**src/rtl/lesf_pkg.sv**
```systemverilog
// Shared types and constants for the largest empty square finder.
// No dependencies; all other files but lesf_line_buf take names from here by scope.
`default_nettype none

package lesf_pkg;

    localparam int MAX_COLS_DEF = 1024;
    localparam int MAX_ROWS_DEF = 1024;

    localparam int CHAR_W  = 8;
    localparam int WIDTH_W = 11;
    localparam int SIZE_W  = 11;
    localparam int POS_W   = 10;

    localparam int APB_DW = 32;
    localparam int APB_AW = 3;

    localparam int RES_DEPTH = 4;
    localparam int RES_AW    = 2;
    localparam int RES_CW    = 3;

    localparam logic REG_OBSTACLE = 1'b0;
    localparam logic REG_ROW_WIDTH = 1'b1;

    localparam logic [CHAR_W-1:0]  OBSTACLE_RESET  = 8'd111;
    localparam logic [WIDTH_W-1:0] ROW_WIDTH_RESET = 11'd1024;

    typedef struct packed {
        logic [CHAR_W-1:0]  obstacle_char;
        logic [WIDTH_W-1:0] row_width;
    } cfg_t;

    typedef struct packed {
        logic              rows_overflow;
        logic [POS_W-1:0]  left_col;
        logic [POS_W-1:0]  top_row;
        logic [SIZE_W-1:0] square_size;
    } res_t;

endpackage

`default_nettype wire

```
**src/rtl/lesf_cfg.sv**
```systemverilog
// APB register file: obstacle character and row width.
// Depends on lesf_pkg.
`default_nettype none

module lesf_cfg
(
    input  wire logic                       clk,
    input  wire logic                       rst_n,
    input  wire logic                       psel,
    input  wire logic                       penable,
    input  wire logic                       pwrite,
    input  wire logic [lesf_pkg::APB_AW-1:0] paddr,
    input  wire logic [lesf_pkg::APB_DW-1:0] pwdata,
    output logic      [lesf_pkg::APB_DW-1:0] prdata,
    output logic                            pready,
    output lesf_pkg::cfg_t                  cfg
);

    lesf_pkg::cfg_t cfg_reg;
    lesf_pkg::cfg_t cfg_next;
    logic           wr_en;
    logic           reg_sel;

    assign pready  = 1'b1;
    assign wr_en   = psel & penable & pwrite & pready;
    assign reg_sel = paddr[2];

    always_comb
    begin
        cfg_next = cfg_reg;
        if (wr_en)
        begin
            case (reg_sel)
                lesf_pkg::REG_OBSTACLE:
                    cfg_next.obstacle_char = pwdata[lesf_pkg::CHAR_W-1:0];
                lesf_pkg::REG_ROW_WIDTH:
                    cfg_next.row_width = pwdata[lesf_pkg::WIDTH_W-1:0];
                default:
                    cfg_next = cfg_reg;
            endcase
        end
    end

    always_ff @(posedge clk or negedge rst_n)
    begin
        if (!rst_n)
        begin
            cfg_reg.obstacle_char <= lesf_pkg::OBSTACLE_RESET;
            cfg_reg.row_width     <= lesf_pkg::ROW_WIDTH_RESET;
        end
        else
        begin
            cfg_reg <= cfg_next;
        end
    end

    always_comb
    begin
        case (reg_sel)
            lesf_pkg::REG_OBSTACLE:
                prdata = lesf_pkg::APB_DW'(cfg_reg.obstacle_char);
            lesf_pkg::REG_ROW_WIDTH:
                prdata = lesf_pkg::APB_DW'(cfg_reg.row_width);
            default:
                prdata = '0;
        endcase
    end

    assign cfg = cfg_reg;

endmodule

`default_nettype wire

```
**config.mk**
```make
export PLATFORM = sky130hd
export DESIGN_NAME = lesf_cfg
export DESIGN_NICKNAME = d
export VERILOG_FILES = /design/src/rtl/lesf_pkg.sv /design/src/rtl/lesf_cfg.sv
export SDC_FILE = /design/constraint.sdc
export NUM_CORES = 1
export LEC_CHECK = 0
export CORE_MARGIN = 2
export CORE_UTILIZATION = 30
export CTS_CLUSTER_DIAMETER = 30
export DETAILED_ROUTE_END_ITERATION = 10
export DONT_BUFFER_PORTS = 1
export GPL_ROUTABILITY_DRIVEN = 0
export PLACE_DENSITY = 0.55
export SYNTH_ARGS = -nofsm -noshare
export SYNTH_HDL_FRONTEND = slang
export SYNTH_SLANG_ARGS = --single-unit
```
**constraint.sdc**
```tcl
create_clock -name clk -period 0.85 [get_ports clk]
set_input_delay 0.1275 -clock clk [delete_from_list [all_inputs] [get_ports clk]]
set_output_delay 0.1275 -clock clk [all_outputs]
set_load 0.03 [all_outputs]
```
Yosys cells after proc, flatten, opt, wreduce, memory -nomap -nowiden. Cells that the tools add are included. Widths: inputs -> output; s select.

Flip-flop bits (word level): 19. Bits in latches: 0. RAM bits: 0. Bits in read-only memories: 0. Bits of input ports: 40. Output and inout bits: 52. Logic and storage cells: 8. Memories: 0.

$add $sub $neg: 0. $mul: 0. Divide/modulo/power cells: 0. $lt $le $gt $ge: 0. Eq/ne operators: 0. Shift operators: 0. Mux-type cells: 1. Bitwise operators: 3. Reduce and logical (&&, ||, !) cells: 2.

Operators by type and width (number): $pmux 32 s2 (1); $reduce_and 2->1 (2); $and 1x1->1 (2); $not 1->1 (1).

Depth between registers and ports, before layout.
Depth in word-level cells: 3. Gate-level depth with buffers: 3. Gate-level depth less buffers: 2.

Worst setup path after synthesis. Ideal clock, no wire load.

Path kind: register -> output. From: register cfg_reg, in the netlist cfg[10]. To: output port prdata[10] (netlist name). Arrival time: 0.929 ns. Required time: 0.722 ns. Setup slack: -0.206 ns. Cell stages (with the launch flop): 2. Path buffers: 0. Cells stage by stage: dfstp_2 -> and2_1.

Word-level cells in the longest chain between the ends: 1.

Ends and longest elaborated chain: start: declaration (RTL line lesf_cfg.sv:19) `lesf_pkg::cfg_t cfg_reg;`; start signal: assignment (RTL line lesf_cfg.sv:53) `cfg_reg <= cfg_next;`; $pmux 32 s2 (RTL line lesf_cfg.sv:59) `case (reg_sel)`; end: declaration (RTL line lesf_cfg.sv:14) `output logic [lesf_pkg::APB_DW-1:0] prdata,`.

Every way passes these cells. The select of a mux whose other input is x is not followed.

Worst setup path in the final report.
From: register cfg_reg, in the netlist cfg[11]. To: output port prdata[0] (netlist name).

The elaborated chain is that of the path after synthesis.

==> flow_summary.ini <==
[run_status]
status = complete, but fails checks
violations = hold timing, setup timing

[floorplan]
num_rows = 21
start_util = 0.316
die_area_um2 = 4060
die_y_um = 63.7
pin_count = 92
fp.dieW_um = 63.7
core-area_um2 = 3390

[route]
wl_um = 2130
wl_per_cell_um = 12.8
vias = 671
drc = 0
postRouteAntennaNets = 0
drt_iter0_drc = 4
routed_via_density = 4.04
firstDrtPassIters = 4

[sta]
holdWs_ns = -0.00482
setup_viol = 36
final.min_clock_period_ns = 1.19
hold_viol_final = 4
timing.fmax_mhz = 837
drv_slew = 0
rsz0062_at_grt = true
finalWorstSetupSlack_ns = -0.344
tightest_slew_ns = 0.851
min_period_over_period = 1.40
finClkSkew_ns = 0
slew_headroom = 0.433
tns_ns = -8.01

[critical_path]
crit_family = flip-flops
ff2ff_path_depth = 3
worstReg2RegEnd = cfg[4]$_DFFE_PN0P_
crit_start = cfg[11]$_DFFE_PN1P_
worstPathRequired_ns = 0.72
critical_path.max_stage_delay_ns = 0.57
cp-start-kind = register
path_max_fanout = 3
path_buf_inv = 0
end_kind = primary output
cp_num_cells = 1
r2r_setup_slack_ns = -0.14
path_class = register to primary output
cp_slowest_cell = dfstp_2
cp-endpoint = prdata[0]
critical_path_arrival_ns = 1.07
worstReg2RegStart = cfg[4]$_DFFE_PN0P_
crit_chain = mux2_4

[synthesis]
avgSynthCellArea_um2 = 13.9
yosysUniqueCellTypes = 11
ys_seq_area_frac = 0.453
netlist_area_um2 = 1070
syn_inst = 77
ys.warnings.count = 0
synth_seq_cells = 19

[final_layout]
syn2layout_area_growth_pct = 45.3
diodes = 0
filler_cell_count = 321
layout_commonest_cell = buf_6
multiInputGateArea_um2 = 524
largest_reg_flops = 19
seqCellArea_um2 = 499
final_cell_mix = buf_6, conb_1, mux2_4
nNetsFinal = 161
drive_gt1_frac = 0.717

[global_routing]
grt_max_degree = 20
grt_pass1_vias = 724
antenna_found_initial = 0
grt_overflow_total = 0
grt_pass1_wl_um = 3470
grt_use_total = 0.111

[clock_tree]
cts_root_buffer = clkbuf_4
cts.sinks = 19
clockBufferDepth = 2
cts_made_buffers = 3
clock_latency_ns = 0.29
path_clk_slew_ns = 0.11
cts_max_level = 1
tritoncts = built

[power]
ir_drop_mv = 1.16
p_per_area_nw_per_um2 = 2450
p_leak_nw = 0.776
p_total_mw = 3.81

[placed_design]
dp_hpwl_um = 1520
pre_cts_slack_ns = -0.0484
numPortBuffers = 0

[job]
drv_cap = 0

[hold_path]
hp-class = input pin to async pin
final cells by class:
type,count,share of cell area
clock buffers,3,0.0145
well taps,46,0.0370
clock inverters,1,0.00322
multi-input cells,54,0.337
flip-flops and latches,19,0.321
repair buffers,43,0.287
where the power goes:
part | total [mW] | switching (mW) | internal [mW]
combinational | 1.99 | 1.03 | 0.955
clock | 0.452 | 0.277 | 0.175
sequential | 1.37 | 0.182 | 1.18
Yosys cell counts, drive strengths merged:
cell type,instances,share of area
conb,2,0.0070
dfstp,7,0.17
nand4,1,0.012
buf,24,0.17
dfrtp,12,0.28
and2,3,0.018
mux2,27,0.32
nand4b,1,0.022
routing by layer:
metal | global-route usage | vias to the layer above | wire (um)
li1 | - | 302 | -
met1 | 0.125 | 329 | 842
met2 | 0.203 | 40 | 1130
met3 | 0.0429 | 0 | 157
met4 | 0.0163 | 0 | 0
met5 | 0 | - | 0
kinds of logic after synthesis:
kind of cell / count (synthesis) / share of synthesized area
multiplexers: 27 / 0.319
buffers and inverters: 24 / 0.170
flip-flops: 19 / 0.453
AND/OR/NAND/NOR: 5 / 0.0515
other: 2 / 0.00702
through the flow:
stage	instance area, um2	cells	utilization
final	1550	166	0.458
after global routing	1550	166	0.458
after CTS	1500	163	0.443
after detailed placement	1240	140	0.365
after global placement	1240	140	0.365
after floorplan	1200	97	-
worst min path at each step:
| stage | end | slack (ns) | depth (start not counted) |
|---|---|---|---|
| final | cfg[2]$_DFFE_PN0P_ | -0.005 | 1 |
| after global routing | cfg[2]$_DFFE_PN0P_ | 0.04 | 1 |
| after CTS | cfg[12]$_DFFE_PN1P_ | 0.18 | 2 |
| after detailed placement | cfg[2]$_DFFE_PN0P_ | -0.17 | 0 |
| after global placement | cfg[1]$_DFFE_PN0P_ | -0.17 | 0 |
| after floorplan | cfg[0]$_DFFE_PN0P_ | -0.17 | 0 |
timing repair:
action | CTS | global route
pin swaps | 3 | 1
buffers inserted | 7 | 3
setup endpoints to repair | 30 | 55
hold endpoints to repair | 38 | 0
resized for setup | 17 | 8
hold buffers | 12 | 0
Note: power is estimated with default switching activity, not from simulation.
