### src/rtl/lesf_pkg.sv
// Shared types and constants for the largest empty square finder.
// No dependencies; all other files but lesf_line_buf take names from here by scope.
`default_nettype none

package lesf_pkg;

    localparam int MAX_COLS_DEF = 1024;
    localparam int MAX_ROWS_DEF = 1024;

    localparam int CHAR_W  = 8;
    localparam int WIDTH_W = 11;
    localparam int SIZE_W  = 11;
    localparam int POS_W   = 10;

    localparam int APB_DW = 32;
    localparam int APB_AW = 3;

    localparam int RES_DEPTH = 4;
    localparam int RES_AW    = 2;
    localparam int RES_CW    = 3;

    localparam logic REG_OBSTACLE = 1'b0;
    localparam logic REG_ROW_WIDTH = 1'b1;

    localparam logic [CHAR_W-1:0]  OBSTACLE_RESET  = 8'd111;
    localparam logic [WIDTH_W-1:0] ROW_WIDTH_RESET = 11'd1024;

    typedef struct packed {
        logic [CHAR_W-1:0]  obstacle_char;
        logic [WIDTH_W-1:0] row_width;
    } cfg_t;

    typedef struct packed {
        logic              rows_overflow;
        logic [POS_W-1:0]  left_col;
        logic [POS_W-1:0]  top_row;
        logic [SIZE_W-1:0] square_size;
    } res_t;

endpackage

`default_nettype wire

### src/rtl/lesf_res_fifo.sv
// Result queue with slot reservation at input acceptance.
// Depends on lesf_pkg.
`default_nettype none

module lesf_res_fifo
(
    input  wire logic     clk,
    input  wire logic     rst_n,
    input  wire logic     reserve,
    output logic          room,
    input  wire logic     push,
    input  lesf_pkg::res_t push_data,
    output logic          m_tvalid,
    input  wire logic     m_tready,
    output lesf_pkg::res_t m_tdata
);

    localparam int AW = lesf_pkg::RES_AW;
    localparam int CW = lesf_pkg::RES_CW;

    lesf_pkg::res_t entry_reg [lesf_pkg::RES_DEPTH];
    logic [AW-1:0]  wr_ptr_reg, wr_ptr_next;
    logic [AW-1:0]  rd_ptr_reg, rd_ptr_next;
    logic [CW-1:0]  cnt_reg, cnt_next;
    logic [CW-1:0]  pend_reg, pend_next;
    logic           pop;

    assign m_tvalid = (cnt_reg != '0);
    assign m_tdata  = entry_reg[rd_ptr_reg];
    assign pop      = m_tvalid & m_tready;
    assign room     = (pend_reg < CW'(lesf_pkg::RES_DEPTH));

    always_comb
    begin
        wr_ptr_next = push ? wr_ptr_reg + AW'(1) : wr_ptr_reg;
        rd_ptr_next = pop ? rd_ptr_reg + AW'(1) : rd_ptr_reg;
        cnt_next    = cnt_reg + CW'(push) - CW'(pop);
        pend_next   = pend_reg + CW'(reserve) - CW'(pop);
    end

    always_ff @(posedge clk or negedge rst_n)
    begin
        if (!rst_n)
        begin
            wr_ptr_reg <= '0;
            rd_ptr_reg <= '0;
            cnt_reg    <= '0;
            pend_reg   <= '0;
        end
        else
        begin
            wr_ptr_reg <= wr_ptr_next;
            rd_ptr_reg <= rd_ptr_next;
            cnt_reg    <= cnt_next;
            pend_reg   <= pend_next;
        end
    end

    always_ff @(posedge clk)
    begin
        if (push)
        begin
            entry_reg[wr_ptr_reg] <= push_data;
        end
    end

endmodule

`default_nettype wire

### config.mk
export PLATFORM = sky130hd
export DESIGN_NAME = lesf_res_fifo
export DESIGN_NICKNAME = d
export VERILOG_FILES = /design/src/rtl/lesf_pkg.sv /design/src/rtl/lesf_res_fifo.sv
export SDC_FILE = /design/constraint.sdc
export NUM_CORES = 1
export LEC_CHECK = 0
export BUFFER_PORTS_ARGS = -buffer_cell sky130_fd_sc_hd__clkbuf_2
export CAP_MARGIN = 30
export CORE_ASPECT_RATIO = 1.2
export CORE_MARGIN = 10
export CORE_UTILIZATION = 43
export CTS_BUF_LIST = sky130_fd_sc_hd__clkbuf_4 sky130_fd_sc_hd__clkbuf_8 sky130_fd_sc_hd__clkbuf_16
export DETAILED_ROUTE_END_ITERATION = 8
export PLACE_DENSITY_LB_ADDON = 0.1
export SETUP_SLACK_MARGIN = 0.5
export SKIP_CTS_REPAIR_TIMING = 1
export SYNTH_ARGS = -nofsm -noshare
export SYNTH_HDL_FRONTEND = slang
export SYNTH_SLANG_ARGS = --single-unit
### constraint.sdc
create_clock -name clk -period 5.5 [get_ports clk]
set_input_delay 0.55 -clock clk [delete_from_list [all_inputs] [get_ports clk]]
set_output_delay 0.55 -clock clk [all_outputs]
set_load 0.02 [all_outputs]
; ---- After elaboration in Yosys (flattened, before gate mapping)
; Memories as Yosys holds them, arrays and structs flattened.
; Cells that the tools add are included.
[word_totals]
in_bits = 37
mem_bits_rw = 128
reg_bits = 10
output_inout_bits = 34
n_memories = 1
[mem_list]
columns = name, depth, word_bits, read_ports, rd_ports_with_merged_regs, write_ports, line
row1 = entry_reg, 4, 32, 1, 0, 1, lesf_res_fifo.sv:21  ; lesf_pkg::res_t entry_reg [lesf_pkg::RES_DEPTH];
[op_classes]
add_sub_neg = 6
mux = 2
reduce_logical = 1
order_cmp = 1
n_bitwise = 1
[ops]
columns = cell, n
row1 = 3-bit by 1-bit adder with 3-bit output, 2
row2 = 3-bit by 1-bit subtractor with 3-bit output, 2
row3 = "2-bit by 1-bit adder with 2-bit output, second input constant", 2
row4 = "3-bit less-than comparator, second input constant", 1
row5 = 3-bit nonzero test, 1
row6 = 1-bit two-way mux, 2
row7 = 1-bit AND, 1

; ---- Depth between registers and ports, before layout
; Gate-level depths: netlist of run 1.
[depth]
depth_word = 3
depth_mapped = 8
ltp_nobuf = 8

; ---- Worst setup path before layout of run 1
; No wires, ideal clock.
[synth_path]
kind = reg-to-reg
start = register cnt_reg[1]
end = register cnt_reg[2]
stages_incl_launch_ff = 9
slack_ns = 3.515
t_arrival_ns = 1.859
period_less_slack_ns = 1.985
cell_sequence = dfrtp_1 > o31a_1 > ha_1 > inv_1 > ha_1 > inv_1 > fa_1 > xnor2_1 > xnor2_1
[synth_via]
elab_chain_len = 3
word_cells_on_any_way = 4
[synth_lines]
columns = element, line
row1 = from (decl), lesf_res_fifo.sv:24  ; logic [CW-1:0] cnt_reg, cnt_next;
row2 = from (signal assigned), lesf_res_fifo.sv:54  ; cnt_reg <= cnt_next;
row3 = 3-bit nonzero test, lesf_res_fifo.sv:28  ; assign m_tvalid = (cnt_reg != '0);
row4 = 1-bit AND, lesf_res_fifo.sv:30  ; assign pop = m_tvalid & m_tready;
row5 = named net pop, lesf_res_fifo.sv:26  ; logic pop;
row6 = 3-bit by 1-bit subtractor with 3-bit output, lesf_res_fifo.sv:37  ; cnt_next = cnt_reg + CW'(push) - CW'(pop);
row7 = named net cnt_next[2], lesf_res_fifo.sv:24
; The timed path passes the listed nets, and every way through them passes these cells.
; A chain may end at the register's enable or synchronous reset.

==> results of run 1 <==
-- worst max path at each step --
| stage | startpoint | end | slack (ns) | depth (start not counted) |
|---|---|---|---|---|
| final | rd_ptr_reg[0] | m_tdata[1] | 2.74 | 3 |
| after global routing | rd_ptr_reg[0] | m_tdata[0] | 2.58 | 3 |
| after CTS | rd_ptr_reg[0] | m_tdata[1] | 2.65 | 3 |
| after detailed placement | rd_ptr_reg[0] | m_tdata[1] | 3.09 | 3 |
| after global placement | rd_ptr_reg[0] | m_tdata[0] | 3.11 | 3 |
| after floorplan | cnt_reg[1] | cnt_reg[2] | 3.52 | 8 |
-- through the flow --
step | instances | power, mW | instance area [µm²] | utilization | hold slack, ns
2_1_floorplan | 215 | 2.29 | 5220 | - | 0.254
3_3_place_gp | 439 | 2.56 | 5700 | 0.475 | 0.438
3_5_place_dp | 439 | 2.58 | 5700 | 0.475 | 0.440
4_1_cts | 471 | 3.67 | 6270 | 0.523 | -0.000956
5_1_grt | 471 | 3.79 | 6270 | 0.523 | 0.0127
6_report | 471 | 3.60 | 6270 | 0.523 | 0.00507
-- logic make-up after synthesis --
group           synth area share
compound gates           0.00431
flops                      0.784
mux                        0.141
fa+ha+maj                 0.0268
xor+xnor                  0.0117
buf+inv                   0.0252
simple gates             0.00671
-- power groups by stage --
| stage | clock network [mW] | logic (mW) | registers (mW) |
|---|---|---|---|
| finish | 1.08 | 1.00 | 1.51 |
| global route | 1.15 | 1.10 | 1.54 |
| CTS | 1.10 | 1.04 | 1.52 |
| detailed placement | 0 | 1.04 | 1.54 |
| global placement | 0 | 1.03 | 1.54 |
| floorplan | 0 | 0.832 | 1.45 |
-- metal layers --
layer	vias to the layer above	routed length, µm
met5	-	0
li1	1052	-
met3	13	520
met2	67	4600
met1	1190	3950
met4	0	133
-- critical path, stage by stage, from the launching register on --
cell and delay (ns):
dfrtp_2 0.47, buf_4 0.52, mux4_1 0.63, clkbuf_2 0.18
-- placed cells by master (no fill, tap or decap), drive strengths merged --
master      n
xnor2       4
fa          2
inv        11
xor2        3
clkbuf     95
clkinv      3
dfrtp      10
or3         1
bufinv      1
ha          8
o311ai      1
buf         1
and2        4
clkinvlp    3
nand2       1
mux4       32
o31a        1
edfxtp    128
o21ai       1
-- final cells by class --
| type | count | area [µm²] | share of cell area |
|---|---|---|---|
| Clock inverter | 7 | 67.6 | 0.0108 |
| Multi-Input combinational cell | 58 | 1000 | 0.159 |
| Timing Repair Buffer | 71 | 358 | 0.0570 |
| Sequential cell | 138 | 4100 | 0.653 |
| Clock buffer | 25 | 510 | 0.0814 |
| Inverter | 11 | 41.3 | 0.00658 |
| Tap cell | 161 | 201 | 0.0321 |
==> impl_metrics.env, run 1 <==
export IMPL_io_pins=71
export IMPL_gp_congestion=0.655
export IMPL_cap_viol_max_count=0
export IMPL_clk_path_buf_depth=2
export IMPL_cts_num_sinks=138
export IMPL_synth_commonest_cells="edfxtp_1 (128), mux4_2 (28), inv_1 (11)"
export IMPL_drcViolationCount=0
export IMPL_ys_seq_elements=138
export IMPL_crit_arrival_ns=2.21
export IMPL_fin_tns_setup_ns=0
export IMPL_vias_per_cell=4.93
export IMPL_portBuffers=70
export IMPL_layout_worst_path_cycle_share=0.502
export IMPL_cp_max_fo=28
export IMPL_status="finished, final reports clean"
export IMPL_yosysWarnings=0
export IMPL_worstReg2RegEnd="cnt_reg[2]"
export IMPL_finalSetupViolCount=0
export IMPL_synth_seq_area_share=0.784
export IMPL_p_seq_frac=0.421
export IMPL_start_util=0.435
export IMPL_synth_avg_cell_area_um2=24.3
export IMPL_fin_skew_ns=0.00567
export IMPL_rsz0062_at_grt="false"
export IMPL_ant_nets=0
export IMPL_comb_power_share=0.278
export IMPL_synth_nets=262
export IMPL_grt_pass1_wl_um=14700
export IMPL_final_layout_size_suffix_gt1_frac=0.442
export IMPL_critical_path_class="reg -> out"
export IMPL_syn_cell_area_um2=5220
export IMPL_synth_cell_types=19
export IMPL_antenna_found_initial=0
export IMPL_cts_buffers=17
export IMPL_wl_um=9210
export IMPL_cp_end_kind="output port"
export IMPL_use_met2=0.185
export IMPL_syn_inst=215
export IMPL_switching_share=0.303
export IMPL_r2r_start="cnt_reg[1]"
export IMPL_p_clk_frac=0.301
export IMPL_grt_start_max_net_pins=34
export IMPL_vdd_drop_max_v=0.000273
export IMPL_p_per_area_nw_per_um2=573
export IMPL_yosysTopAreaCell="edfxtp_1"
export IMPL_coreArea_um2=12000
export IMPL_hp_class="in -> async"
export IMPL_nFillCells=998
export IMPL_nets=344
export IMPL_cp_start_kind="flop"
export IMPL_internal_power_mw=2.51
export IMPL_dp_hpwl_um=5660
export IMPL_grt_util_met3=0.0443
export IMPL_num_antenna_cells=0
export IMPL_p_sw_mw=1.09
export IMPL_htree_num_levels=4
export IMPL_largest_reg_flops=128
export IMPL_r2r_slack_ns=3.41
export IMPL_synth_area_leaders="edfxtp_1 (74%), mux4_2 (12%), dfrtp_1 (4.8%)"
export IMPL_synth_most_common_cell="edfxtp_1"
export IMPL_cts_tree="done"
export IMPL_finalHoldViolations=0
export IMPL_async_reset_ff_frac=0.0725
export IMPL_num_rows=44
export IMPL_reg2reg_depth=8
export IMPL_die_area_um2=17000
export IMPL_synth_top_area_share=0.736
export IMPL_grt_ovfl_total=0
export IMPL_clock_latency_ns=0.40
export IMPL_drt_pass1_iterations=4
export IMPL_drt_iter0_markers=91
export IMPL_cp_required_ns=4.95
export IMPL_fmax_mhz=362
export IMPL_die_h_um=141
export IMPL_dp_slack_ns=3.09
export IMPL_busiest_layer="met2"
export IMPL_slew_viol_final=0
export IMPL_clk_pin_slew_ns=0.05
export IMPL_synth_ff_type="edfxtp_1"
export IMPL_die_w_um=121
export IMPL_syn_to_final_growth_pct=20.2
export IMPL_period_minus_slack_ns=2.76
export IMPL_slew_headroom=0.396
export IMPL_track_usage=0.116
export IMPL_wire_per_inst_um=19.5
export IMPL_leakagePower_nw=2.26
export IMPL_vias=2322
export IMPL_setup_ws_ns=2.74
export IMPL_cts_root_buffer="clkbuf_16"
export IMPL_tightest_slew_ns=0.906
export IMPL_grt_pass1_vias=2610
export IMPL_met1_usage=0.136
export IMPL_synth_edff_count=128
No activity file was read; power rests on OpenSTA's default activity.
==> inputs of run 2 (changes only) <==
--- a/config.mk
+++ b/config.mk
@@ -5,6 +5,7 @@
 export SDC_FILE = /design/constraint.sdc
 export NUM_CORES = 1
 export LEC_CHECK = 0
+export ABC_AREA = 1
 export BUFFER_PORTS_ARGS = -buffer_cell sky130_fd_sc_hd__clkbuf_2
 export CAP_MARGIN = 30
 export CORE_ASPECT_RATIO = 1.2
==> constraint.sdc (replaced) <==
create_clock -name clk -period 2.8 [get_ports clk]
set_input_delay 0.28 -clock clk [delete_from_list [all_inputs] [get_ports clk]]
set_output_delay 0.28 -clock clk [all_outputs]
set_load 0.02 [all_outputs]
==> impl_metrics.env, run 2 <==
export IMPL_status="finished, final reports clean"
export IMPL_fin_skew_ns=0.00536
export IMPL_hp_class="in -> reg"
export IMPL_cp_num_buf_inv=2
export IMPL_wl_um=11000
export IMPL_min_to="entry_reg[3][27]"
export IMPL_synth_cell_types=20
export IMPL_rsz0062_at_grt="false"
export IMPL_slew_headroom=0.557
export IMPL_yosysWarnings=0
export IMPL_clk_pin_slew_ns=0.06
export IMPL_vias_per_cell=4.70
export IMPL_antenna_found_initial=0
export IMPL_final_layout_size_suffix_gt1_frac=0.196
export IMPL_vias=3429
export IMPL_start_util=0.442
export IMPL_slew_viol_final=0
export IMPL_slowest_delay_ns=0.48
export IMPL_track_usage=0.124
export IMPL_grt_start_max_net_pins=73
export IMPL_finalHoldViolations=0
export IMPL_vdd_drop_max_v=0.000538
export IMPL_coreArea_um2=12700
export IMPL_ys_seq_elements=138
export IMPL_syn_cell_area_um2=5620
export IMPL_cp_top_family="buffers and inverters"
export IMPL_fin_tns_setup_ns=0
export IMPL_r2r_slack_ns=0.81
export IMPL_cp_start_kind="flop"
export IMPL_synth_most_common_cell="edfxtp_1"
export IMPL_r2r_start="cnt_reg[1]"
export IMPL_cts_num_sinks=138
export IMPL_gp_congestion=0.733
export IMPL_placedCellCount=696
export IMPL_grt_ovfl_total=0
export IMPL_synth_nets=523
export IMPL_grt_pass1_wl_um=18000
export IMPL_num_rows=45
export IMPL_ant_nets=0
export IMPL_wire_per_inst_um=15.0
export IMPL_cp_required_ns=2.52
export IMPL_die_h_um=145
export IMPL_io_pins=71
export IMPL_layout_worst_path_cycle_share=0.750
export IMPL_whs_path_depth=1
export IMPL_period_minus_slack_ns=2.10
export IMPL_reg2reg_depth=10
export IMPL_die_w_um=124
export IMPL_drcViolationCount=0
export IMPL_clock_latency_ns=0.41
export IMPL_yosysTopAreaCell="edfxtp_1"
export IMPL_grt_pass1_vias=3431
export IMPL_synth_edff_count=128
export IMPL_hold_path_startpoint="push_data[27]"
export IMPL_mostFrequentLayoutCells="edfxtp_1 (128), nand2_1 (117), clkbuf_2 (70), nor2_1 (65), o21ai_0 (50)"
export IMPL_slowest_stage="inv_2"
export IMPL_synth_commonest_cells="edfxtp_1 (128), nand2_1 (117), nor2_1 (65)"
export IMPL_fmax_mhz=476
export IMPL_critical_path_class="reg -> out"
export IMPL_die_area_um2=18100
export IMPL_largest_reg_flops=128
export IMPL_drt_iter0_markers=159
export IMPL_synth_avg_cell_area_um2=11.8
export IMPL_syn_to_final_growth_pct=19.2
export IMPL_finalSetupViolCount=0
export IMPL_tightest_slew_ns=0.660
export IMPL_final_cells=729
export IMPL_num_antenna_cells=0
export IMPL_async_reset_ff_frac=0.0725
export IMPL_synth_area_leaders="edfxtp_1 (68%), nand2_1 (7.8%), dfrtp_1 (4.5%)"
export IMPL_drt_pass1_iterations=5
export IMPL_cap_viol_max_count=0
export IMPL_crit_arrival_ns=1.82
export IMPL_regArea_um2=4100
export IMPL_cp_end_kind="output port"
export IMPL_final_common_cell="edfxtp_1"
export IMPL_cts_root_buffer="clkbuf_16"
export IMPL_leakagePower_nw=2.81
export IMPL_clk_path_buf_depth=2
export IMPL_nets=599
export IMPL_nFillCells=1150
export IMPL_multiInputGateArea_um2=1190
export IMPL_portBuffers=70
export IMPL_path_cells="inv_2, o21ai_0, nand2_1, clkbuf_2"
export IMPL_worstReg2RegEnd="pend_reg[2]"
export IMPL_cts_tree="done"
export IMPL_synth_seq_area_share=0.728
export IMPL_cts_buffers=17
export IMPL_p_per_area_nw_per_um2=1130
export IMPL_synth_top_area_share=0.684
export IMPL_synth_ff_type="edfxtp_1"
export IMPL_dp_hpwl_um=6910
export IMPL_syn_inst=476
export IMPL_cp_max_fo=33
export IMPL_htree_num_levels=4
-- run 2: changes by cell type in the layout (fill, tap and decap cells not counted), sizes merged, moves of 3 or more --
| cell | before | now |
|---|---|---|
| inv | 11 | 50 |
| nor2 | 0 | 65 |
| xnor2 | 4 | 1 |
| and2 | 4 | 0 |
| clkbuf | 95 | 90 |
| clkinv | 3 | 12 |
| buf | 1 | 8 |
| o21ai | 1 | 65 |
| mux4 | 32 | 0 |
| nand2 | 1 | 117 |
-- run 2: cell type report --
| type | count | share of cell area |
|---|---|---|
| clock inverters | 12 | 0.0187 |
| inverters | 53 | 0.0300 |
| clock buffers | 20 | 0.0668 |
| well taps | 164 | 0.0306 |
| multi-input cells | 263 | 0.178 |
| flip-flops and latches | 138 | 0.611 |
| repair buffers | 79 | 0.0651 |
-- run 2: power breakdown --
group / switching (mW) / total (mW) / internal (mW) / leakage [nW]
clock network: 0.807 / 2.14 / 1.33 / 0.283
logic: 1.83 / 2.61 / 0.782 / 1.23
registers: 0.128 / 2.85 / 2.72 / 1.29
total: 2.76 / 7.60 / 4.84 / 2.81
-- run 2: worst max-delay path by stage --
stage                              from                to  cells after the start
after global routing      rd_ptr_reg[0]       m_tdata[17]                      4
after CTS                 rd_ptr_reg[0]        m_tdata[7]                      6
final                     rd_ptr_reg[0]       m_tdata[17]                      4
after global placement    wr_ptr_reg[0]  entry_reg[2][27]                      5
after detailed placement  wr_ptr_reg[0]  entry_reg[2][31]                      5
after floorplan              cnt_reg[1]       pend_reg[2]                     10
-- run 2: per-stage QoR --
stage,utilization,power (mW),hold WS [ns],worst slack (ns),instance area (µm²)
2_1_floorplan,-,4.75,-0.0156,0.800,5620
3_3_place_gp,0.481,5.52,0.166,0.828,6110
3_5_place_dp,0.481,5.56,0.166,0.796,6110
4_1_cts,0.526,7.73,-0.277,0.534,6690
5_1_grt,0.527,8.16,0.0809,0.512,6700
6_report,0.527,7.60,0.0919,0.701,6700
-- run 2: kinds of logic (layout without fill, tap and decap cells) --
logic type,after synthesis,in the layout,synth area share
compound gates,65,65,0.0579
xor+xnor,3,3,0.00467
fa+ha+maj,10,10,0.0249
buf+inv,75,164,0.0599
flops,138,138,0.728
simple gates,185,185,0.125
-- run 2: per-layer routing --
metal  global-route usage  vias up  share of wire
met3               0.0415       13          0.043
met2                0.205       63           0.49
met5                    0        -              0
met1                0.146     1626           0.45
met4               0.0438        0          0.011
li1                     -     1727              -
-- run 2: worst reg2reg max path: stages (launching register included) --
cell and delay [ns]:
dfrtp_1 0.44, nor2_1 0.13, nand2_1 0.11, nand2_1 0.10
inv_1 0.06, ha_1 0.26, inv_1 0.04, ha_1 0.19
fa_1 0.38, nand3b_1 0.17, nand2_1 0.07
